$ cat src/sv/assert_macros.svh
// Assertion helpers shared by the RTL. With SYNTH defined they expand to nothing.
`ifndef ASSERT_MACROS_SVH
`define ASSERT_MACROS_SVH

`ifndef SYNTH

`define ASSERT_IMP(lbl, clk, rst_n, ante, cons) \
    lbl: assert property (@(posedge clk) disable iff (!rst_n) (ante) |-> (cons)) \
        else $error("assertion failed");

`define ASSERT_NXT(lbl, clk, rst_n, ante, cons) \
    lbl: assert property (@(posedge clk) disable iff (!rst_n) (ante) |=> (cons)) \
        else $error("assertion failed");

`else

`define ASSERT_IMP(lbl, clk, rst_n, ante, cons)

`define ASSERT_NXT(lbl, clk, rst_n, ante, cons)

`endif

`endif

$ cat src/sv/ssp_pkg.sv
package ssp_pkg;

    localparam int DATA_W     = 16;
    localparam int OP_W       = 3;
    localparam int CFG_IDX_W  = 3;
    localparam int CFG_DATA_W = 8;

    // Bus operation codes carried by each item.
    localparam logic [OP_W-1:0] OP_TICK       = 3'd0;
    localparam logic [OP_W-1:0] OP_PUSH       = 3'd1;
    localparam logic [OP_W-1:0] OP_POP        = 3'd2;
    localparam logic [OP_W-1:0] OP_STATUS     = 3'd3;
    localparam logic [OP_W-1:0] OP_RAW_IRQ    = 3'd4;
    localparam logic [OP_W-1:0] OP_MASKED_IRQ = 3'd5;
    localparam logic [OP_W-1:0] OP_CLEAR_OVR  = 3'd6;

    // Configuration register indexes.
    localparam logic [CFG_IDX_W-1:0] CFG_FRAME_BITS = 3'd0;
    localparam logic [CFG_IDX_W-1:0] CFG_RATE       = 3'd1;
    localparam logic [CFG_IDX_W-1:0] CFG_PRESCALE   = 3'd2;
    localparam logic [CFG_IDX_W-1:0] CFG_POLARITY   = 3'd3;
    localparam logic [CFG_IDX_W-1:0] CFG_PHASE      = 3'd4;
    localparam logic [CFG_IDX_W-1:0] CFG_ENABLE     = 3'd5;
    localparam logic [CFG_IDX_W-1:0] CFG_IRQ_MASK   = 3'd6;

    // Status word bit positions.
    localparam int STAT_TFE = 0;
    localparam int STAT_TNF = 1;
    localparam int STAT_RNE = 2;
    localparam int STAT_RFF = 3;
    localparam int STAT_BSY = 4;

    typedef struct packed {
        logic [OP_W-1:0]   operation;
        logic [DATA_W-1:0] write_data;
        logic              miso_in;
    } in_item_t;

    typedef struct packed {
        logic [DATA_W-1:0] read_data;
        logic              sclk_out;
        logic              mosi_out;
        logic              select_n;
        logic              irq_out;
    } out_item_t;

    typedef struct packed {
        logic [3:0] frame_bits_minus_one;
        logic [7:0] clock_rate_divider;
        logic [7:0] prescale_divisor;
        logic       clock_polarity;
        logic       clock_phase;
        logic       port_enable;
        logic       overrun_irq_mask;
    } cfg_t;

    // Requests from the bus side into the serial engine for one tick.
    typedef struct packed {
        logic advance;
        logic tx_avail;
        logic rx_space;
        logic clear_ovr;
        logic miso;
    } eng_req_t;

    // Engine state seen by the bus side, and the pin levels after the tick.
    typedef struct packed {
        logic busy;
        logic overrun;
        logic tx_pop;
        logic rx_push;
        logic sclk;
        logic mosi;
        logic select_n;
        logic irq;
    } eng_stat_t;

endpackage

$ cat src/sv/ssp_fifo.sv
`include "assert_macros.svh"

module ssp_fifo #(
    parameter int DEPTH = 8,
    parameter int WIDTH = 16
) (
    input  logic                       clk,
    input  logic                       rst_n,
    input  logic                       push,
    input  logic [WIDTH-1:0]           push_data,
    input  logic                       pop,
    output logic [WIDTH-1:0]           head_data,
    output logic [$clog2(DEPTH+1)-1:0] count
);

    localparam int PTR_W = (DEPTH > 1) ? $clog2(DEPTH) : 1;
    localparam int CNT_W = $clog2(DEPTH + 1);
    localparam int SUM_W = PTR_W + 1;

    logic [WIDTH-1:0] mem_reg [DEPTH];
    logic [PTR_W-1:0] head_reg, head_next;
    logic [CNT_W-1:0] count_reg, count_next;
    logic [SUM_W-1:0] wr_sum;
    logic [PTR_W-1:0] wr_addr;

    // The tail slot is head plus count; with a pop in the same tick this is
    // still the correct slot, since the pop frees the head entry first.
    assign wr_sum  = SUM_W'(head_reg) + SUM_W'(count_reg);
    assign wr_addr = (wr_sum >= SUM_W'(DEPTH)) ? PTR_W'(wr_sum - SUM_W'(DEPTH))
                                               : PTR_W'(wr_sum);

    // An empty queue hands a same-tick push straight through to the head.
    assign head_data = (count_reg == '0) ? push_data : mem_reg[head_reg];
    assign count     = count_reg;

    always_comb
    begin
        head_next = head_reg;
        if (pop)
        begin
            head_next = (head_reg == PTR_W'(DEPTH - 1)) ? '0 : head_reg + 1'b1;
        end
        count_next = count_reg + CNT_W'(push) - CNT_W'(pop);
    end

    always_ff @(posedge clk or negedge rst_n)
    begin
        if (!rst_n)
        begin
            head_reg  <= '0;
            count_reg <= '0;
        end
        else
        begin
            head_reg  <= head_next;
            count_reg <= count_next;
        end
    end

    always_ff @(posedge clk)
    begin
        if (push)
        begin
            mem_reg[wr_addr] <= push_data;
        end
    end

    `ASSERT_IMP(a_no_overflow, clk, rst_n, push && !pop, count_reg < CNT_W'(DEPTH))
    `ASSERT_IMP(a_no_underflow, clk, rst_n, pop, count_reg != '0 || push)
    `ASSERT_NXT(a_push_not_empty, clk, rst_n, push && !pop, count_reg != '0)

endmodule

$ cat src/sv/ssp_engine.sv
module ssp_engine #(
    parameter int MAX_FRAME_BITS = 16
) (
    input  logic                      clk,
    input  logic                      rst_n,
    input  ssp_pkg::cfg_t             cfg,
    input  ssp_pkg::eng_req_t         req,
    input  logic [ssp_pkg::DATA_W-1:0] tx_data,
    output ssp_pkg::eng_stat_t        stat,
    output logic [ssp_pkg::DATA_W-1:0] rx_data
);

    import ssp_pkg::*;

    localparam int SH_W  = MAX_FRAME_BITS;
    localparam int LEN_W = $clog2(MAX_FRAME_BITS + 1);
    localparam int IDX_W = $clog2(MAX_FRAME_BITS);
    localparam int TCK_W = 16;

    logic [SH_W-1:0]  shift_out_reg, shift_out_next;
    logic [SH_W-1:0]  shift_in_reg, shift_in_next;
    logic [TCK_W-1:0] tick_reg, tick_next;
    logic [LEN_W-1:0] bit_reg, bit_next;
    logic             busy_reg, busy_next;
    logic             half_reg, half_next;
    logic             overrun_reg, overrun_next;

    logic [4:0]       len_raw;
    logic [LEN_W-1:0] len;
    logic [LEN_W-1:0] len_m1;
    logic [SH_W-1:0]  mask;
    logic [6:0]       pre_half;
    logic [8:0]       rate_p1;
    logic [TCK_W-1:0] half_period;
    logic [TCK_W:0]   tick_inc;
    logic [LEN_W-1:0] bit_inc;
    logic             tx_pop;
    logic             rx_push;

    // Frame length clamped to four bits at the low end and the shifter width
    // at the high end.
    always_comb
    begin
        len_raw = {1'b0, cfg.frame_bits_minus_one} + 5'd1;
        if (len_raw < 5'd4)
        begin
            len = LEN_W'(4);
        end
        else if (32'(len_raw) > MAX_FRAME_BITS)
        begin
            len = LEN_W'(MAX_FRAME_BITS);
        end
        else
        begin
            len = LEN_W'(len_raw);
        end
    end

    assign len_m1   = len - 1'b1;
    assign mask     = ~({SH_W{1'b1}} << len);
    assign pre_half = (cfg.prescale_divisor[7:1] == '0) ? 7'd1 : cfg.prescale_divisor[7:1];
    assign rate_p1  = {1'b0, cfg.clock_rate_divider} + 9'd1;
    assign half_period = TCK_W'({9'b0, pre_half} * {7'b0, rate_p1});
    assign tick_inc = {1'b0, tick_reg} + 1'b1;
    assign bit_inc  = bit_reg + 1'b1;

    always_comb
    begin
        shift_out_next = shift_out_reg;
        shift_in_next  = shift_in_reg;
        tick_next      = tick_reg;
        bit_next       = bit_reg;
        busy_next      = busy_reg;
        half_next      = half_reg;
        overrun_next   = overrun_reg && !req.clear_ovr;
        tx_pop         = 1'b0;
        rx_push        = 1'b0;

        if (!busy_reg)
        begin
            if (cfg.port_enable && req.tx_avail)
            begin
                shift_out_next = SH_W'(tx_data) & mask;
                shift_in_next  = '0;
                tick_next      = '0;
                bit_next       = '0;
                half_next      = 1'b0;
                busy_next      = 1'b1;
                tx_pop         = 1'b1;
            end
        end
        else if (tick_inc < {1'b0, half_period})
        begin
            tick_next = tick_inc[TCK_W-1:0];
        end
        else
        begin
            tick_next = '0;
            if (!half_reg)
            begin
                // Mid-bit edge: sample the serial input.
                shift_in_next = {shift_in_reg[SH_W-2:0], req.miso} & mask;
                half_next     = 1'b1;
            end
            else
            begin
                half_next      = 1'b0;
                shift_out_next = {shift_out_reg[SH_W-2:0], 1'b0} & mask;
                bit_next       = bit_inc;
                if (bit_inc >= len)
                begin
                    if (req.rx_space)
                    begin
                        rx_push = 1'b1;
                    end
                    else
                    begin
                        overrun_next = 1'b1;
                    end
                    busy_next = 1'b0;
                    bit_next  = '0;
                end
            end
        end
    end

    assign rx_data = DATA_W'(shift_in_reg);

    always_comb
    begin
        stat.busy     = busy_reg;
        stat.overrun  = overrun_reg;
        stat.tx_pop   = tx_pop;
        stat.rx_push  = rx_push;
        stat.sclk     = busy_next ? (cfg.clock_polarity ^ cfg.clock_phase ^ half_next)
                                  : cfg.clock_polarity;
        stat.mosi     = busy_next ? shift_out_next[len_m1[IDX_W-1:0]] : 1'b0;
        stat.select_n = !busy_next;
        stat.irq      = overrun_next && cfg.overrun_irq_mask;
    end

    always_ff @(posedge clk or negedge rst_n)
    begin
        if (!rst_n)
        begin
            shift_out_reg <= '0;
            shift_in_reg  <= '0;
            tick_reg      <= '0;
            bit_reg       <= '0;
            busy_reg      <= 1'b0;
            half_reg      <= 1'b0;
            overrun_reg   <= 1'b0;
        end
        else if (req.advance)
        begin
            shift_out_reg <= shift_out_next;
            shift_in_reg  <= shift_in_next;
            tick_reg      <= tick_next;
            bit_reg       <= bit_next;
            busy_reg      <= busy_next;
            half_reg      <= half_next;
            overrun_reg   <= overrun_next;
        end
    end

endmodule

$ cat src/sv/spi_master_ssp_controller.sv
// Channel   Direction  Handshake                 Payload
// in        to block   in_valid / in_stall       in_item  (operation, write_data, miso_in)
// out       from block out_valid / out_stall     out_item (read_data, pins, irq_out)
// cfg       to block   cfg_valid / cfg_ready     cfg_index, cfg_data
//
// One item is one peripheral tick and yields one result item; the block takes an item
// every cycle unless the result side stalls. An item waits in the input register, and
// its result is registered in the result register when it advances. The tick's whole
// update (bus access, FIFOs, serial engine) is done in the single step between them.
// Reset clears FIFO counts, engine state, the overrun flag and the configuration to
// its defaults. A stalled result holds the result register; an empty input register
// still takes one item, and in_stall rises once it holds one. cfg_ready is always high.
`include "assert_macros.svh"

module spi_master_ssp_controller #(
    parameter int FIFO_DEPTH     = 8,
    parameter int MAX_FRAME_BITS = 16
) (
    input  logic                              clk,
    input  logic                              rst_n,
    input  logic                              in_valid,
    output logic                              in_stall,
    input  ssp_pkg::in_item_t                 in_item,
    output logic                              out_valid,
    input  logic                              out_stall,
    output ssp_pkg::out_item_t                out_item,
    input  logic                              cfg_valid,
    output logic                              cfg_ready,
    input  logic [ssp_pkg::CFG_IDX_W-1:0]     cfg_index,
    input  logic [ssp_pkg::CFG_DATA_W-1:0]    cfg_data
);

    import ssp_pkg::*;

    localparam int CNT_W = $clog2(FIFO_DEPTH + 1);

    cfg_t        cfg_reg;
    in_item_t    in_reg;
    logic        in_valid_reg;
    out_item_t   out_reg;
    logic        out_valid_reg;

    logic        advance;
    logic [OP_W-1:0] op;
    logic        tx_push_ok;
    logic        rx_pop_ok;
    logic [CNT_W-1:0]  tx_count;
    logic [CNT_W-1:0]  rx_count;
    logic [DATA_W-1:0] tx_head;
    logic [DATA_W-1:0] rx_head;
    logic [DATA_W-1:0] rx_data;
    logic [DATA_W-1:0] read_data;
    eng_req_t    eng_req;
    eng_stat_t   eng_stat;
    out_item_t   result;

    assign advance   = in_valid_reg && (!out_valid_reg || !out_stall);
    assign in_stall  = in_valid_reg && !advance;
    assign out_valid = out_valid_reg;
    assign out_item  = out_reg;
    assign cfg_ready = 1'b1;

    assign op         = in_reg.operation;
    assign tx_push_ok = advance && (op == OP_PUSH) && (tx_count < CNT_W'(FIFO_DEPTH));
    assign rx_pop_ok  = advance && (op == OP_POP) && (rx_count != '0);

    always_comb
    begin
        eng_req.advance   = advance;
        eng_req.tx_avail  = (tx_count != '0) || tx_push_ok;
        eng_req.rx_space  = (rx_count < CNT_W'(FIFO_DEPTH)) || rx_pop_ok;
        eng_req.clear_ovr = (op == OP_CLEAR_OVR);
        eng_req.miso      = in_reg.miso_in;
    end

    ssp_fifo #(
        .DEPTH (FIFO_DEPTH),
        .WIDTH (DATA_W)
    ) u_tx_fifo (
        .clk       (clk),
        .rst_n     (rst_n),
        .push      (tx_push_ok),
        .push_data (in_reg.write_data),
        .pop       (advance && eng_stat.tx_pop),
        .head_data (tx_head),
        .count     (tx_count)
    );

    ssp_fifo #(
        .DEPTH (FIFO_DEPTH),
        .WIDTH (DATA_W)
    ) u_rx_fifo (
        .clk       (clk),
        .rst_n     (rst_n),
        .push      (advance && eng_stat.rx_push),
        .push_data (rx_data),
        .pop       (rx_pop_ok),
        .head_data (rx_head),
        .count     (rx_count)
    );

    ssp_engine #(
        .MAX_FRAME_BITS (MAX_FRAME_BITS)
    ) u_engine (
        .clk     (clk),
        .rst_n   (rst_n),
        .cfg     (cfg_reg),
        .req     (eng_req),
        .tx_data (tx_head),
        .stat    (eng_stat),
        .rx_data (rx_data)
    );

    // Bus reads see the state before the engine moves in this tick.
    always_comb
    begin
        read_data = '0;
        case (op)
            OP_POP:
            begin
                if (rx_pop_ok)
                begin
                    read_data = rx_head;
                end
            end
            OP_STATUS:
            begin
                read_data[STAT_TFE] = (tx_count == '0);
                read_data[STAT_TNF] = (tx_count < CNT_W'(FIFO_DEPTH));
                read_data[STAT_RNE] = (rx_count != '0);
                read_data[STAT_RFF] = (rx_count >= CNT_W'(FIFO_DEPTH));
                read_data[STAT_BSY] = eng_stat.busy || (tx_count != '0);
            end
            OP_RAW_IRQ:
            begin
                read_data[0] = eng_stat.overrun;
            end
            OP_MASKED_IRQ:
            begin
                read_data[0] = eng_stat.overrun && cfg_reg.overrun_irq_mask;
            end
            default:
            begin
                read_data = '0;
            end
        endcase
    end

    always_comb
    begin
        result.read_data = read_data;
        result.sclk_out  = eng_stat.sclk;
        result.mosi_out  = eng_stat.mosi;
        result.select_n  = eng_stat.select_n;
        result.irq_out   = eng_stat.irq;
    end

    always_ff @(posedge clk or negedge rst_n)
    begin
        if (!rst_n)
        begin
            cfg_reg.frame_bits_minus_one <= 4'd7;
            cfg_reg.clock_rate_divider   <= 8'd0;
            cfg_reg.prescale_divisor     <= 8'd2;
            cfg_reg.clock_polarity       <= 1'b0;
            cfg_reg.clock_phase          <= 1'b0;
            cfg_reg.port_enable          <= 1'b0;
            cfg_reg.overrun_irq_mask     <= 1'b0;
        end
        else if (cfg_valid)
        begin
            case (cfg_index)
                CFG_FRAME_BITS: cfg_reg.frame_bits_minus_one <= cfg_data[3:0];
                CFG_RATE:       cfg_reg.clock_rate_divider   <= cfg_data;
                CFG_PRESCALE:   cfg_reg.prescale_divisor     <= cfg_data;
                CFG_POLARITY:   cfg_reg.clock_polarity       <= cfg_data[0];
                CFG_PHASE:      cfg_reg.clock_phase          <= cfg_data[0];
                CFG_ENABLE:     cfg_reg.port_enable          <= cfg_data[0];
                CFG_IRQ_MASK:   cfg_reg.overrun_irq_mask     <= cfg_data[0];
                default:        ;
            endcase
        end
    end

    always_ff @(posedge clk or negedge rst_n)
    begin
        if (!rst_n)
        begin
            in_valid_reg  <= 1'b0;
            out_valid_reg <= 1'b0;
        end
        else
        begin
            if (!in_stall)
            begin
                in_valid_reg <= in_valid;
            end
            if (advance)
            begin
                out_valid_reg <= 1'b1;
            end
            else if (!out_stall)
            begin
                out_valid_reg <= 1'b0;
            end
        end
    end

    always_ff @(posedge clk)
    begin
        if (in_valid && !in_stall)
        begin
            in_reg <= in_item;
        end
        if (advance)
        begin
            out_reg <= result;
        end
    end

    `ASSERT_IMP(a_stall_only_blocked, clk, rst_n, in_stall, out_valid_reg && out_stall)
    `ASSERT_NXT(a_advance_fills_out, clk, rst_n, advance, out_valid_reg)
    `ASSERT_IMP(a_quiet_ops_read_zero, clk, rst_n,
        op == OP_TICK || op == OP_PUSH || op == OP_CLEAR_OVR, read_data == '0)

endmodule

$ cat config.mk
export PLATFORM = sky130hd
export DESIGN_NAME = spi_master_ssp_controller
export DESIGN_NICKNAME = d
export VERILOG_FILES = /design/src/sv/ssp_pkg.sv /design/src/sv/ssp_fifo.sv /design/src/sv/ssp_engine.sv /design/src/sv/spi_master_ssp_controller.sv
export VERILOG_INCLUDE_DIRS = /design/src /design/src/sv
export SDC_FILE = /design/constraint.sdc
export NUM_CORES = 1
export LEC_CHECK = 0
export ABC_AREA = 1
export BUFFER_PORTS_ARGS = -buffer_cell sky130_fd_sc_hd__buf_2
export CORE_MARGIN = 4
export CORE_UTILIZATION = 55
export CTS_CLUSTER_DIAMETER = 80
export CTS_CLUSTER_SIZE = 12
export DETAILED_ROUTE_END_ITERATION = 16
export PLACE_DENSITY = 0.83
export SKIP_CTS_REPAIR_TIMING = 1
export SLEW_MARGIN = 25
export SYNTH_ARGS = -nofsm -noshare
export SYNTH_HDL_FRONTEND = slang
export SYNTH_SLANG_ARGS = --single-unit
$ cat constraint.sdc
create_clock -name clk -period 9.7 [get_ports clk]
set_input_delay 1.94 -clock clk [delete_from_list [all_inputs] [get_ports clk]]
set_output_delay 1.94 -clock clk [all_outputs]
set_load 0.005 [all_outputs]
; Word-level counts from Yosys, hierarchy flattened
; Memories as Yosys holds them, arrays and structs flattened.
; Index checks and enable logic that the tools add are counted.
[op_classes]
n_addsub = 15
mul = 1
n_lt_le_gt_ge = 10
eq_ne = 18
n_shift = 1
n_mux = 56
bitwise = 6
reduce_logical = 41
[ops]
columns = cell, count
row1 = $mux 16, 12
row2 = $and 16x16->16, 3
row3 = $mux 5, 8
row4 = $mux 1, 28
row5 = $eq 3x3->1 const B, 8
row6 = $reduce_and 2->1, 9
row7 = $add 16x1->17 const B, 1
row8 = $lt 17x16->1, 1
row9 = $mul 7x9->16, 1
row10 = $not 16->16, 1
row11 = $shl 16x5->16 const A, 1
row12 = $logic_and 1x1->1, 13
row13 = $eq 3x2->1 const B, 4
row14 = $ge 4x4->1 const B, 3
row15 = $mux 3, 4
row16 = $add 8x1->9 const B, 1
row17 = $add 3x4->4, 2
row18 = $add 4x1->4, 2
row19 = $logic_not 4->1, 2
row20 = $lt 4x4->1 const B, 2
row21 = $pmux 4 s2, 1
row22 = $reduce_and 4->1, 2
row23 = $reduce_bool 4->1, 2
row24 = $sub 4x1->4, 2
row25 = 21 further kinds, 35
[totals]
ff_bits = 136
ramBits = 256
output_inout_bits = 23
elab_cells = 179
memories = 2
[memory_table]
columns = name, words, width, rd, rd_ports_with_merged_regs, wr, line
row1 = u_rx_fifo.mem_reg, 8, 16, 1, 0, 1, ssp_fifo.sv:20  ; logic [WIDTH-1:0] mem_reg [DEPTH];
row2 = u_tx_fifo.mem_reg, 8, 16, 1, 0, 1, ssp_fifo.sv:20

; Logic depth before layout (Yosys ltp)
; Gate-level depths: netlist of run 1.
[depth]
depth_word = 14
ltp_mapped = 45
mapped_depth_nobuf = 44

; Modules after synthesis
; From an unflattened synthesis of run 1, not the netlist that was laid out.
[hier_totals]
hier_cells = 2342
area_unflattened_um2 = 21573.2
[modules_own_cells]
columns = mod, instances, cells_each, area_each_um2, seq_area_each_um2
row1 = ssp_engine, 1, 929, 6573.8, 1401.3
row2 = ssp_fifo (u_rx_fifo), 1, 596, 6147.1, 4018.9
row3 = ssp_fifo (u_tx_fifo), 1, 596, 6130.9, 4018.9
row4 = spi_master_ssp_controller, 1, 221, 2721.4, 1856.8

; Worst setup path after synthesis of run 1
; Ideal clock, no wire load.
[synth_timing]
path_type = register to register
from = register cfg_reg[12] (netlist name)
to = memory u_rx_fifo.mem_reg[1][0] (enable)
setup_time_ns = 0.388
arrival_time_ns = 7.028
setup_slack_ns = 2.283
path_stages_with_launch = 40
path_buffers = 2
cell_sequence = dfrtp_1 > clkbuf_1 > nand3_1 > nand3b_1 > nand3b_1 > xor2_1 > nor2_1 > fa_1 > fa_1 > fa_1 > inv_1 > fa_1 > inv_1 > ha_1 > nand2_1 > nor3_1 > nand2_1 > o211ai_1 > (+4 left out) > a21oi_1 > o21bai_1 > nand2_1 > nand2_1 > a21oi_1 > xor2_1 > ha_1 > inv_1 > o21bai_1 > a21oi_1 > nand2_2 > nor2_8 > nand2_4 > buf_6 > nand3_2 > nor3_2 > nand2_1 > nor2_1
[synth_between]
elab_chain_cells = 8
[synth_rtl]
columns = element, line
row1 = start: declaration, spi_master_ssp_controller.sv:37  ; cfg_t cfg_reg;
row2 = $add 8x1->9, ssp_engine.sv:62  ; assign rate_p1 = {1'b0, cfg.clock_rate_divider} + 9'd1;
row3 = $mul 7x9->16, ssp_engine.sv:63  ; assign half_period = TCK_W'({9'b0, pre_half} * {7'b0, rate_p1});
row4 = $lt 17x16->1, ssp_engine.sv:92  ; else if (tick_inc < {1'b0, half_period})
row5 = $mux 1, ssp_engine.sv:92
row6 = $mux 1, ssp_engine.sv:79  ; if (!busy_reg)
row7 = $logic_and 1x1->1, spi_master_ssp_controller.sv:95  ; .push (advance && eng_stat.rx_push),
row8 = $mux 1, ssp_fifo.sv:62  ; if (push)
row9 = $mux 1 (not written as such), ssp_fifo.sv:64  ; mem_reg[wr_addr] <= push_data;
row10 = end: declaration, ssp_fifo.sv:20
; No other way between the ends.

; Worst setup path after layout of run 1
[layout_timing]
from = register cfg_reg[12] (netlist name)
to = memory u_rx_fifo.mem_reg[0][13] (enable)
; The elaborated chain is that of the path after synthesis.

==> out/metrics.json, run 1 <==
{
  "multi_input_area_um2": 7320,
  "cap_violations": 0,
  "post_synth_inst_count": 1898,
  "crit_path_frequent_cell": "sky130_fd_sc_hd__nand2_1",
  "die_height_um": 197,
  "grt_pass1_vias": 14000,
  "critical_path.max_fanout": 20,
  "hold_path_end": "out_valid",
  "slowest_delay_ns": 0.67,
  "number_of_buffers_on_the_longest_clock_path": 3,
  "clock_tree_from_tritoncts": "done",
  "setup-tns-final_ns": 0,
  "synth.net_count": 2052,
  "post_route_setup_slack_ns": 1.22,
  "report.final.setup_viol": 0,
  "total_number_of_vias": 14200,
  "detailedPlacementHpwl_um": 30700,
  "pin_count_of_the_biggest_net_entering_global_routing": 70,
  "worstPathRequired_ns": 9.86,
  "vias_per_cell": 5.81,
  "area_inside_the_core_boundary_um2": 35400,
  "cts.clk_slew.worst_paths_ns": 0.07,
  "initial_standard_cell_utilization_of_the_core_pct": 55.6,
  "final-max-slew-violation-count": 0,
  "timing_worst_setup_path_type": "reg -> reg",
  "met3_length_um": 3280,
  "wl_um": 45900,
  "numnets_final": 2098,
  "drt-initial-drc-count": 1908,
  "critical-path-slowest-cell": "sky130_fd_sc_hd__nor2_2",
  "synth_compound_gate_area_share_pct": 11.0,
  "cts_buffer_count": 38,
  "cts_sinks": 391,
  "r2r.worst_path.cells": 36,
  "synth_warnings": 0,
  "rsz0062_at_grt": "false",
  "synth-async-reset-ratio_pct": 24.3,
  "routed-wl-met2_um": 22400,
  "register_area_um2": 11300,
  "drt-wirelength-per-cell_um": 18.9,
  "worst_skew_pair.late_latency_ns": 0.55,
  "final_report_hold_violation_count": 0,
  "detailed_place.area_um2": 20400,
  "chipWidth_um": 197,
  "synth_cell_type_count": 55,
  "nature_of_the_critical_path_endpoint": "register",
  "max_freq_mhz": 118,
  "synthSimpleGateAreaFrac_pct": 15.2,
  "remaining_drc_errors": 0,
  "ir_worst_vdd_mv": 0.159,
  "total_design_power_uw": 5770,
  "synth_mux_area_share_pct": 0.0508,
  "mappedNetlistArea_um2": 19700,
  "yosys.area_share.xor_xnor_pct": 2.00,
  "antenna_found_initial": 0,
  "number_of_antenna_repair_diodes": 0,
  "filler_instances": 2796,
  "worst_slew_margin_rel_pct": 31.9,
  "hold_depth": 2,
  "critical_path.reg2reg.startpoint": "cfg_reg[12]",
  "pre_cts_ws_ns": 1.32,
  "post_synth_fa_ha_maj_area_fraction_pct": 8.95,
  "cp_top_family": "simple AND/OR/NAND/NOR gates",
  "overall_die_area_um2": 38900,
  "synth.avg_cell_area_um2": 10.4,
  "htree_num_levels": 2,
  "most-common-layout-cells": "sky130_fd_sc_hd__edfxtp_1 (296), sky130_fd_sc_hd__nor2_1 (271), sky130_fd_sc_hd__nand2_1 (247)",
  "worst-endpoint-arrival_ns": 8.64,
  "final_design_instance_area_without_fill_um2": 21500,
  "leakagePower_uw": 0.00886,
  "seq_area_frac_synth_pct": 57.2,
  "portBuffers": 57,
  "globalplace.congestion": 0.912,
  "layout_worst_path_cycle_share_pct": 87.4,
  "status": "complete, no violations",
  "minimum_setup_slack_among_reg_to_reg_paths_ns": 1.22,
  "hold_crit_start": "in_valid_reg",
  "holdCritPathClass": "reg -> reg",
  "final_layout_size_suffix_gt1_share_pct": 9.88,
  "synth.ff_latch_count": 391,
  "m1WireLength_um": 19000,
  "final_period_demand_of_the_worst_path_ns": 8.48,
  "detail-route-antenna-nets": 0,
  "worst-slew-pin-transition_ns": 1.02,
  "row_count": 69,
  "grt_first_pass_wirelength_um": 73900,
  "synth_top_family_by_area": "simple AND/OR/NAND/NOR gates",
  "cts-root-buf": "sky130_fd_sc_hd__clkbuf_16",
  "final_util_pct": 60.8,
  "synth_top_flop_cell": "sky130_fd_sc_hd__edfxtp_1",
  "finClkSkew_ns": 0.0215,
  "ioPinCount": 59,
  "worst_r2r_endpoint": "u_rx_fifo.mem_reg[0][13]",
  "layout-area-overhead-vs-synth_pct": 9.30,
  "maxUsedRoutingLayer": "met4",
  "timing.critical_path.from_type": "register",
  "worst-path-buf-inv": 3,
  "power_density_nw_per_um2": 268,
  "grt.total_usage_pct": 23.5,
  "grt_remaining_overflow": 0,
  "synth-edff-count": 296,
  "drt-pass1-iter-count": 6,
  "layout_commonest_cell": "sky130_fd_sc_hd__edfxtp_1"
}
## worst max path at each step
| stage | startpoint | depth (start not counted) | end | slack [ns] |
|---|---|---|---|---|
| after floorplan | cfg_reg[12] | 39 | u_rx_fifo.mem_reg[1][0] | 2.28 |
| after global placement | cfg_reg[12] | 37 | u_rx_fifo.mem_reg[0][10] | 1.64 |
| after detailed placement | cfg_reg[12] | 36 | u_rx_fifo.mem_reg[0][12] | 1.32 |
| after CTS | cfg_reg[12] | 36 | u_rx_fifo.mem_reg[0][13] | 1.27 |
| after global routing | cfg_reg[12] | 37 | u_rx_fifo.mem_reg[2][10] | 0.74 |
| final | cfg_reg[12] | 36 | u_rx_fifo.mem_reg[0][13] | 1.22 |
## per-layer routing
| layer | track usage [%] | up-vias |
|---|---|---|
| met3 | 3.60 | 97 |
| met2 | 38.9 | 622 |
| li1 | - | 6629 |
| met4 | 7.47 | 0 |
| met1 | 32.5 | 6805 |
| met5 | 0 | - |
## cells in the mapped netlist (3+ instances only)
| cell | count | area (um^2) |
|---|---|---|
| sky130_fd_sc_hd__a21oi_1 | 45 | 225 |
| sky130_fd_sc_hd__a22oi_1 | 6 | 45.0 |
| sky130_fd_sc_hd__a31oi_1 | 23 | 144 |
| sky130_fd_sc_hd__buf_1 | 4 | 15.0 |
| sky130_fd_sc_hd__buf_2 | 10 | 50.1 |
| sky130_fd_sc_hd__buf_4 | 5 | 37.5 |
| sky130_fd_sc_hd__buf_6 | 4 | 45.0 |
| sky130_fd_sc_hd__clkbuf_1 | 51 | 191 |
| sky130_fd_sc_hd__clkinv_1 | 3 | 11.3 |
| sky130_fd_sc_hd__dfrtp_1 | 91 | 2280 |
| sky130_fd_sc_hd__dfstp_2 | 4 | 105 |
| sky130_fd_sc_hd__edfxtp_1 | 296 | 8890 |
| sky130_fd_sc_hd__fa_1 | 38 | 761 |
| sky130_fd_sc_hd__ha_1 | 80 | 1000 |
| sky130_fd_sc_hd__inv_1 | 184 | 691 |
| sky130_fd_sc_hd__inv_2 | 15 | 56.3 |
| sky130_fd_sc_hd__nand2_1 | 247 | 927 |
| sky130_fd_sc_hd__nand2_2 | 10 | 62.6 |
| sky130_fd_sc_hd__nand3_1 | 99 | 495 |
| sky130_fd_sc_hd__nand3_2 | 6 | 60.1 |
| sky130_fd_sc_hd__nand3b_1 | 4 | 30.0 |
| sky130_fd_sc_hd__nand4_1 | 10 | 62.6 |
| sky130_fd_sc_hd__nand4_2 | 4 | 50.1 |
| sky130_fd_sc_hd__nor2_1 | 271 | 1020 |
| sky130_fd_sc_hd__nor2_2 | 9 | 56.3 |
| sky130_fd_sc_hd__nor2_4 | 3 | 33.8 |
| sky130_fd_sc_hd__nor3_1 | 8 | 40.0 |
| sky130_fd_sc_hd__o211ai_1 | 3 | 22.5 |
| sky130_fd_sc_hd__o21a_1 | 3 | 22.5 |
| sky130_fd_sc_hd__o21ai_0 | 193 | 966 |
| sky130_fd_sc_hd__o21ai_1 | 13 | 65.1 |
| sky130_fd_sc_hd__o21ai_2 | 7 | 61.3 |
| sky130_fd_sc_hd__o21bai_1 | 4 | 30.0 |
| sky130_fd_sc_hd__o221ai_1 | 9 | 78.8 |
| sky130_fd_sc_hd__o22ai_1 | 61 | 382 |
| sky130_fd_sc_hd__o31ai_1 | 5 | 37.5 |
| sky130_fd_sc_hd__o41ai_1 | 4 | 35.0 |
| sky130_fd_sc_hd__or2_2 | 5 | 31.3 |
| sky130_fd_sc_hd__xnor2_1 | 11 | 96.3 |
| sky130_fd_sc_hd__xor2_1 | 32 | 280 |
## stage by stage
| stage | hold WS, ns | std cells |
|---|---|---|
| 3_3_place_gp | 0.477 | 2365 |
| 2_1_floorplan | 0.466 | 1898 |
| 6_report | 0.499 | 2435 |
| 4_1_cts | 0.508 | 2435 |
| 5_1_grt | 0.529 | 2435 |
| 3_5_place_dp | 0.498 | 2365 |
## final cells by class
type	count	share of cell area [%]
repair buffers	80	2.14
multi-input cells	1231	34.0
well taps	461	2.68
inverters	202	3.52
flip-flops and latches	391	52.4
clock buffers	68	5.13
clock inverters	2	0.134
## power by group
| group | switching, uW | total, uW | internal [uW] | leakage [uW] |
|---|---|---|---|---|
| sequential | 207 | 2170 | 1970 | 0.00392 |
| clock | 610 | 1380 | 773 | 0.000541 |
| combinational | 1470 | 2220 | 751 | 0.00440 |
## cells by family after synthesis
logic type	after synthesis
simple gates	686
buf+inv	276
xor+xnor	44
fa+ha+maj	118
compound gates	381
other cells	1
flops	391
mux	1
## tightest hold or removal path, stage by stage, from the launching register on
cell,delay (ns)
sky130_fd_sc_hd__dfrtp_1,0.32
sky130_fd_sc_hd__inv_1,0.07
sky130_fd_sc_hd__nand2_1,0.07
Power figures use the tool's default switching activity.
==> run 2, diff against run 1 <==
--- a/config.mk
+++ b/config.mk
@@ -14,4 +14,5 @@
 export CTS_CLUSTER_SIZE = 12
 export DETAILED_ROUTE_END_ITERATION = 16
+export GPL_TIMING_DRIVEN = 0
 export PLACE_DENSITY = 0.83
 export SKIP_CTS_REPAIR_TIMING = 1
==> constraint.sdc (replaced) <==
create_clock -name clk -period 9.7 [get_ports clk]
set_input_delay 0.97 -clock clk [delete_from_list [all_inputs] [get_ports clk]]
set_output_delay 0.97 -clock clk [all_outputs]
set_load 0.005 [all_outputs]
==> run 2 against run 1 <==
Compared with the run above:
- flip-flop and latch count did not move
- worst hold slack lost 0.15 ns
- design area rose by 2.0%
- largest cell class unchanged
- total power is 3.0% higher
- highest routed layer unchanged
- final cell count increased by 2.8%
- critical path depth grew 5
- core utilization increased by 1.2 points
- critical path type unchanged
- sequential power about the same
- count of clock-buffer cells in the layout decreased by 1
- via count is 4.4% higher
==> out/metrics.json, run 2 (same netlist as run 1, synthesis figures left out) <==
{
  "switchingPower": {"value": 2400, "unit": "uW", "change": "+5.3%"},
  "numnets_final": {"value": 2164, "change": "+3.1%"},
  "worstPathRequired": {"value": 9.85, "unit": "ns", "change": "about the same"},
  "remaining_drc_errors": {"value": 0, "change": "unchanged"},
  "drt-wirelength-per-cell": {"value": 19.7, "unit": "um", "change": "+4.3%"},
  "cts_buffer_count": {"value": 39, "change": "+2.6%"},
  "most-common-layout-cells": "sky130_fd_sc_hd__edfxtp_1 (296), sky130_fd_sc_hd__nor2_1 (259), sky130_fd_sc_hd__nand2_1 (247)",
  "die_height": {"value": 197, "unit": "um", "change": "unchanged"},
  "ioPinCount": {"value": 59, "change": "unchanged"},
  "worst-endpoint-arrival": {"value": 8.93, "unit": "ns", "change": "+0.29 ns"},
  "final-max-slew-violation-count": {"value": 0, "change": "unchanged"},
  "share_of_power_burned_in_registers": {"value": 35.9, "unit": "%", "change": "-1.8 points"},
  "detail-route-antenna-nets": {"value": 0, "change": "unchanged"},
  "htree_num_levels": {"value": 2, "change": "unchanged"},
  "worst_skew_pair.late_latency": {"value": 0.55, "unit": "ns", "change": "about the same"},
  "vias_per_cell": {"value": 5.90, "change": "+1.6%"},
  "worst-slew-pin-transition": {"value": 1.03, "unit": "ns", "change": "+0.00784 ns"},
  "initial_standard_cell_utilization_of_the_core": {"value": 55.6, "unit": "%", "change": "unchanged"},
  "finClkSkew": {"value": 0.0259, "unit": "ns", "change": "+0.00435 ns"},
  "cts-root-buf": "sky130_fd_sc_hd__clkbuf_16",
  "combinationalPowerShare": {"value": 40.5, "unit": "%", "change": "+2.1 points"},
  "minimum_setup_slack_among_reg_to_reg_paths": {"value": 0.92, "unit": "ns", "change": "-0.30 ns"},
  "total_number_of_vias": {"value": 14800, "change": "+4.4%"},
  "drt-pass1-iter-count": {"value": 6, "change": "unchanged"},
  "r2r.worst_path.cells": {"value": 41, "change": "+14%"},
  "critical-path-slowest-cell": "sky130_fd_sc_hd__nor2_2",
  "status": "complete, no violations",
  "crit_path_frequent_cell": "sky130_fd_sc_hd__nand2_1",
  "worst_r2r_endpoint": "u_rx_fifo.mem_reg[4][12]",
  "number_of_buffers_on_the_longest_clock_path": {"value": 3, "change": "unchanged"},
  "power_density": {"value": 271, "unit": "nW/um^2", "change": "+0.99%"},
  "layout_worst_path_cycle_share": {"value": 90.5, "unit": "%", "change": "+3.1 points"},
  "power.internal": {"value": 3550, "unit": "uW", "change": "+1.5%"},
  "grt_pass1_vias": {"value": 14800, "change": "+5.7%"},
  "switching_share": {"value": 40.4, "unit": "%", "change": "+0.88 points"},
  "report.final.setup_viol": {"value": 0, "change": "unchanged"},
  "final_period_demand_of_the_worst_path": {"value": 8.78, "unit": "ns", "change": "+0.300 ns"},
  "critPathCapture": "u_rx_fifo.mem_reg[4][12]",
  "holdCritPathClass": "in -> async",
  "grt_first_pass_wirelength": {"value": 78100, "unit": "um", "change": "+5.8%"},
  "slowest_delay": {"value": 0.78, "unit": "ns", "change": "+0.11 ns"},
  "total_design_power": {"value": 5950, "unit": "uW", "change": "+3.0%"},
  "area_inside_the_core_boundary": {"value": 35400, "unit": "um^2", "change": "unchanged"},
  "ir_worst_vdd": {"value": 0.197, "unit": "mV", "change": "+24%"},
  "pin_count_of_the_biggest_net_entering_global_routing": {"value": 55, "change": "-21%"},
  "critical_path.max_fanout": {"value": 16, "change": "-20%"},
  "max_freq": {"value": 114, "unit": "MHz", "change": "-3.4%"},
  "nature_of_the_critical_path_endpoint": "register",
  "detailedPlacementHpwl": {"value": 34500, "unit": "um", "change": "+12%"},
  "layout-area-overhead-vs-synth_pct": 11.5,
  "timing.critical_path.from_type": "register",
  "cap_violations": {"value": 0, "change": "unchanged"},
  "chipWidth": {"value": 197, "unit": "um", "change": "unchanged"},
  "row_count": {"value": 69, "change": "unchanged"},
  "cts_sinks": {"value": 391, "change": "unchanged"},
  "final_layout_size_suffix_gt1_share": {"value": 10.8, "unit": "%", "change": "+0.91 points"},
  "portBuffers": {"value": 57, "change": "unchanged"},
  "setup-tns-final": {"value": 0, "unit": "ns", "change": "unchanged"},
  "fin_cells": {"value": 2503, "change": "+2.8%"},
  "clock_tree_from_tritoncts": "done",
  "grt.total_usage": {"value": 25.2, "unit": "%", "change": "+1.7 points"},
  "inst_count_dp": {"value": 2430, "change": "+2.7%"},
  "cts.clk_slew.worst_paths": {"value": 0.07, "unit": "ns", "change": "about the same"},
  "globalplace.congestion": {"value": 0.937, "change": "+2.8%"},
  "wl": {"value": 49200, "unit": "um", "change": "+7.2%"},
  "crit_startpoint": "cfg_reg[12]",
  "final_report_hold_violation_count": {"value": 0, "change": "unchanged"},
  "filler_instances": {"value": 2786, "change": "-0.36%"},
  "layout_commonest_cell": "sky130_fd_sc_hd__edfxtp_1",
  "critical_path.reg2reg.startpoint": "cfg_reg[12]",
  "rsz0062_at_grt": "false",
  "clock_power_share": {"value": 23.6, "unit": "%", "change": "-0.4 points"},
  "grt_remaining_overflow": {"value": 0, "change": "unchanged"},
  "leakagePower": {"value": 0.00900, "unit": "uW", "change": "+1.6%"},
  "final_util": {"value": 62.0, "unit": "%", "change": "+1.2 points"},
  "timing_worst_setup_path_type": "reg -> reg",
  "drt-initial-drc-count": {"value": 1774, "change": "-7.0%"},
  "worst_slew_margin_rel": {"value": 31.3, "unit": "%", "change": "-0.60 points"},
  "antenna_found_initial": {"value": 2, "change": "+2"},
  "overall_die_area": {"value": 38900, "unit": "um^2", "change": "unchanged"}
}
run 2: cell types whose count changed in the layout (fill, tap and decap cells not counted), sizes merged:
| cell | change |
|---|---|
| buf | +14 |
| clkbuf | +50 |
| clkinv | +1 |
| clkinvlp | +1 |
| diode | +2 |
run 2: power groups by stage:
stage | Clock [uW] | Sequential (uW) | Combinational, uW
2_1_floorplan | 0 | 2110 | 1680
3_3_place_gp | 0 | 2150 | 2220
3_5_place_dp | 0 | 2160 | 2340
4_1_cts | 1410 | 2130 | 2370
5_1_grt | 1490 | 2150 | 2690
6_report | 1400 | 2140 | 2410
run 2: area by class of cell:
cell class	count	area, um^2	share of cell area (%)
Antenna cell	2	5.00	0.0228
Tap cell	461	577	2.63
Inverter	202	758	3.45
Clock inverter	4	43.8	0.199
Clock buffer	67	1110	5.07
Multi-Input combinational cell	1231	7350	33.5
Sequential cell	391	11300	51.3
Timing Repair Buffer	71	497	2.26
Buffer	74	340	1.55
run 2: through the flow:
stage | setup slack (ns) | hold WS (ns) | area, um^2
after floorplan | 2.28 | 0.466 | 19700
after global routing | 0.337 | 0.375 | 22000
after global placement | 0.894 | 0.481 | 20500
final | 0.920 | 0.347 | 22000
after detailed placement | 1.06 | 0.498 | 20800
after CTS | 0.929 | 0.347 | 21900
run 2: critical path: cells and delay by family (launching register included):
kind	cells	cell delay, ns
buffers and inverters	9	1.02
adders and majority gates	6	2.78
xor gates and xnor gates	2	0.67
and+or+nand+nor	18	2.91
AOI/OAI and AO/OA	6	0.66
DFF	1	0.36
run 2: how the worst min path moves through the flow:
| stage | startpoint | to | slack, ns | cells past startpoint |
|---|---|---|---|---|
| after floorplan | in_valid_reg | out_valid | 0.47 | 2 |
| after global placement | in_valid_reg | out_valid | 0.48 | 2 |
| after detailed placement | cfg_reg[5] | cfg_reg[5] | 0.50 | 2 |
| after CTS | rst_n | u_engine.tick_reg[15] | 0.35 | 1 |
| after global routing | rst_n | u_engine.tick_reg[4] | 0.37 | 1 |
| final | rst_n | u_engine.tick_reg[15] | 0.35 | 1 |
run 2: metal layers:
layer  GRT usage (%)  part of all wire [%]  vias up
met3            4.74                   9.5      170
met1            33.3                    39     7010
met5               0                     0        -
met2            40.9                    47      837
li1                -                     -     6758
met4            11.6                   4.8        0
==> run 3, diff against run 2 <==
- ABC_AREA: 1 -> not set
==> run 3 against run 2 <==
Compared with the run above:
- area after synthesis down 0.97%
- synthesized cell count down 24%
- routed wire length down 7.7%
- register-to-register slack about the same
- clock power about the same
- setup slack worse by 0.0064 ns
- critical path depth down 11
- non-clock buffer count up 2
- first-iteration DRC count down 33%
- worst hold slack worse by 0.028 ns
==> out/metrics.json, run 3 <==
{
  "drt-initial-drc-count": {"value": 1193, "change": "-33%"},
  "drt-wirelength-per-cell": {"value": 22.2, "unit": "um", "change": "+13%"},
  "total_number_of_vias": {"value": 12500, "change": "-16%"},
  "numnets_final": {"value": 1715, "change": "-21%"},
  "synth.net_count": {"value": 1587, "change": "-23%"},
  "power_density": {"value": 258, "unit": "nW/um^2", "change": "-4.7%"},
  "post-synth-top-area-cell": "sky130_fd_sc_hd__edfxtp_1",
  "yosysMostFrequentCell": "sky130_fd_sc_hd__edfxtp_1",
  "cts-root-buf": "sky130_fd_sc_hd__clkbuf_16",
  "grt_first_pass_wirelength": {"value": 71600, "unit": "um", "change": "-8.4%"},
  "seq_area_frac_synth": {"value": 57.8, "unit": "%", "change": "+0.56 points"},
  "remaining_drc_errors": {"value": 0, "change": "unchanged"},
  "status": "complete, no violations",
  "ir_worst_vdd": {"value": 0.199, "unit": "mV", "change": "+1.4%"},
  "wl": {"value": 45400, "unit": "um", "change": "-7.7%"},
  "timing.critical_path.from_type": "register",
  "synth_top_family_by_area": "multiplexers",
  "portBuffers": {"value": 57, "change": "unchanged"},
  "rsz0062_at_grt": "false",
  "critical_path.max_fanout": {"value": 10, "change": "-6"},
  "timing_worst_setup_path_type": "reg -> reg",
  "holdCritPathClass": "in -> async",
  "critical-path-slowest-cell": "sky130_fd_sc_hd__xor2_1",
  "yosys.area_share.xor_xnor": {"value": 2.25, "unit": "%", "change": "+0.25 points"},
  "max_freq": {"value": 114, "unit": "MHz", "change": "about the same"},
  "final_report_hold_violation_count": {"value": 0, "change": "unchanged"},
  "grt.total_usage": {"value": 23.7, "unit": "%", "change": "-1.5 points"},
  "worst-slew-pin-transition": {"value": 0.872, "unit": "ns", "change": "-0.158 ns"},
  "synth_cell_type_count": {"value": 78, "change": "+42%"},
  "synth_top_flop_cell": "sky130_fd_sc_hd__edfxtp_1",
  "finClkSkew": {"value": 0.0235, "unit": "ns", "change": "-0.00239 ns"},
  "die_height": {"value": 196, "unit": "um", "change": "-0.47%"},
  "synth.ff_latch_count": {"value": 391, "change": "unchanged"},
  "grt_remaining_overflow": {"value": 0, "change": "unchanged"},
  "report.final.setup_viol": {"value": 0, "change": "unchanged"},
  "nature_of_the_critical_path_endpoint": "register",
  "layout_worst_path_cycle_share": {"value": 90.6, "unit": "%", "change": "about the same"},
  "cts_sinks": {"value": 391, "change": "unchanged"},
  "clock_tree_from_tritoncts": "done",
  "synth_mux_area_share": {"value": 9.99, "unit": "%", "change": "+9.9 points"},
  "ioPinCount": {"value": 59, "change": "unchanged"},
  "area_inside_the_core_boundary": {"value": 34700, "unit": "um^2", "change": "-1.9%"},
  "cap_violations": {"value": 0, "change": "unchanged"},
  "grt_pass1_vias": {"value": 12700, "change": "-14%"},
  "cts_buffer_count": {"value": 38, "change": "-2.6%"},
  "post_route_setup_slack": {"value": 0.913, "unit": "ns", "change": "-0.00637 ns"},
  "vias_per_cell": {"value": 6.10, "change": "+3.3%"},
  "final_layout_size_suffix_gt1_share": {"value": 17.5, "unit": "%", "change": "+6.7 points"},
  "antenna_found_initial": {"value": 0, "change": "-2"},
  "pre_cts_ws": {"value": 0.979, "unit": "ns", "change": "-0.0860 ns"},
  "row_count": {"value": 68, "change": "-1.4%"},
  "overall_die_area": {"value": 38500, "unit": "um^2", "change": "-0.93%"},
  "htree_num_levels": {"value": 2, "change": "unchanged"},
  "synth-edff-count": {"value": 296, "change": "unchanged"},
  "worst-endpoint-arrival": {"value": 9.03, "unit": "ns", "change": "+0.10 ns"},
  "synth-async-reset-ratio": {"value": 24.3, "unit": "%", "change": "unchanged"},
  "pin_count_of_the_biggest_net_entering_global_routing": {"value": 67, "change": "+22%"},
  "detailedPlacementHpwl": {"value": 33000, "unit": "um", "change": "-4.3%"},
  "synthSimpleGateAreaFrac": {"value": 9.92, "unit": "%", "change": "-5.3 points"},
  "post_synth_fa_ha_maj_area_fraction": {"value": 8.97, "unit": "%", "change": "+0.024 points"},
  "cts.clk_slew.worst_paths": {"value": 0.07, "unit": "ns", "change": "about the same"},
  "worst_slew_margin_rel": {"value": 41.4, "unit": "%", "change": "+10 points"},
  "mappedNetlistArea": {"value": 19500, "unit": "um^2", "change": "-0.97%"},
  "number_of_buffers_on_the_longest_clock_path": {"value": 3, "change": "unchanged"},
  "synth.top_cell.area_share": {"value": 45.6, "unit": "%", "change": "+0.44 points"},
  "layout-area-overhead-vs-synth_pct": 12.2,
  "whs": {"value": 0.319, "unit": "ns", "change": "-0.0278 ns"},
  "synth_common_cells": "sky130_fd_sc_hd__edfxtp_1 (296), sky130_fd_sc_hd__nand2_1 (113), sky130_fd_sc_hd__dfrtp_1 (91), sky130_fd_sc_hd__ha_1 (79), sky130_fd_sc_hd__inv_1 (72)",
  "chipWidth": {"value": 196, "unit": "um", "change": "-0.47%"},
  "leakagePower": {"value": 0.00864, "unit": "uW", "change": "-4.0%"},
  "most-common-layout-cells": "sky130_fd_sc_hd__edfxtp_1 (296), sky130_fd_sc_hd__nand2_1 (113), sky130_fd_sc_hd__dfrtp_1 (91)",
  "detail-route-antenna-nets": {"value": 0, "change": "unchanged"},
  "worst_skew_pair.late_latency": {"value": 0.55, "unit": "ns", "change": "about the same"},
  "post_synth_inst_count": {"value": 1434, "change": "-24%"},
  "layout_commonest_cell": "sky130_fd_sc_hd__edfxtp_1",
  "synth.avg_cell_area": {"value": 13.6, "unit": "um^2", "change": "+31%"},
  "synth_warnings": {"value": 0, "change": "unchanged"},
  "drt-pass1-iter-count": {"value": 6, "change": "unchanged"},
  "synth_top_cells_by_area": "sky130_fd_sc_hd__edfxtp_1 (46%), sky130_fd_sc_hd__dfrtp_1 (12%), sky130_fd_sc_hd__mux4_2 (6.4%), sky130_fd_sc_hd__ha_1 (5.1%), sky130_fd_sc_hd__fa_1 (3.9%)",
  "worstPathRequired": {"value": 9.94, "unit": "ns", "change": "+0.09 ns"},
  "final_period_demand_of_the_worst_path": {"value": 8.79, "unit": "ns", "change": "+0.00637 ns"},
  "number_of_antenna_repair_diodes": {"value": 0, "change": "-2"},
  "slowest_delay": {"value": 0.56, "unit": "ns", "change": "-0.22 ns"},
  "globalplace.congestion": {"value": 0.957, "change": "+2.1%"},
  "final-max-slew-violation-count": {"value": 0, "change": "unchanged"},
  "initial_standard_cell_utilization_of_the_core": {"value": 56.2, "unit": "%", "change": "+0.54 points"},
  "synth_compound_gate_area_share": {"value": 8.33, "unit": "%", "change": "-2.7 points"}
}
[run 3: changes by cell type in the layout (fill, tap and decap cells not counted), sizes merged, moves of 55 or more]
cell / before / now
nand3: 105 / 41
o21ai: 213 / 69
nor2: 285 / 69
mux4: 0 / 55
inv: 201 / 75
nand2: 258 / 113
[run 3: path summary, 6_finish.rpt]
check	to	startpoint	cells after the start	slack, ns
max	u_rx_fifo.mem_reg[1][9]	cfg_reg[12]	30	0.91
min	u_engine.rx_data[8]	rst_n	1	0.32
max reg2reg	u_rx_fifo.mem_reg[1][9]	cfg_reg[12]	30	0.91
min reg2reg	out_valid	in_valid_reg	1	0.48
max in group asynchronous	cfg_reg[5]	rst_n	2	8.69
min in group clk	out_valid	in_valid_reg	1	0.48
[run 3: where the power goes]
| group | leakage, uW | switching [uW] | internal (uW) |
|---|---|---|---|
| logic | 0.00399 | 1300 | 947 |
| registers | 0.00411 | 113 | 1910 |
| clock network | 0.000537 | 625 | 755 |
| total | 0.00864 | 2030 | 3610 |
[run 3: final cells by class]
class                           instances  area, um^2
Buffer                                 59         258
Clock buffer                           66        1070
Clock inverter                          4        63.8
Fill cell                            2597       12800
Inverter                               73         274
Multi-Input combinational cell        911        7780
Sequential cell                       391       11300
Tap cell                              455         569
Timing Repair Buffer                   88         591
[run 3: layer usage]
layer / wire [um] / track usage [%] / vias up
met5: 0 / 0 / -
met4: 1400 / 6.98 / 0
met1: 18300 / 32.1 / 6256
li1: - / - / 5608
met3: 2840 / 3.35 / 113
met2: 22900 / 40.4 / 501
[run 3: cell families (layout without fill, tap and decap cells)]
logic type | count (synthesis) | count (layout)
AND/OR/NAND/NOR | 381 | 381
other | 1 | 1
buffers and inverters | 132 | 290
XOR/XNOR | 50 | 50
multiplexers | 122 | 122
flip-flops | 391 | 391
AO/OA/AOI/OAI | 240 | 240
adder cells (fa/ha/maj) | 117 | 117
[run 3: stage by stage]
step / cells / total power (uW) / utilization, % / TNS, ns / instance area [um^2]
global route: 2047 / 6040 / 63.0 / 0 / 21900
detailed placement: 1977 / 4280 / 59.7 / 0 / 20700
finish: 2047 / 5650 / 63.0 / 0 / 21900
CTS: 2047 / 5670 / 63.0 / 0 / 21900
global placement: 1946 / 4170 / 58.6 / -19.08 / 20400
floorplan: 1434 / 3730 / - / 0 / 19500
[run 3: worst max-delay path, delay by kind of cell, from the launching register on]
family / cells / cell delay (ns)
xor gates and xnor gates: 2 / 0.73
DFF: 1 / 0.37
and+or+nand+nor: 8 / 1.83
AOI/OAI and AO/OA: 7 / 1.70
adders and majority gates: 6 / 2.80
buffers and inverters: 7 / 1.05
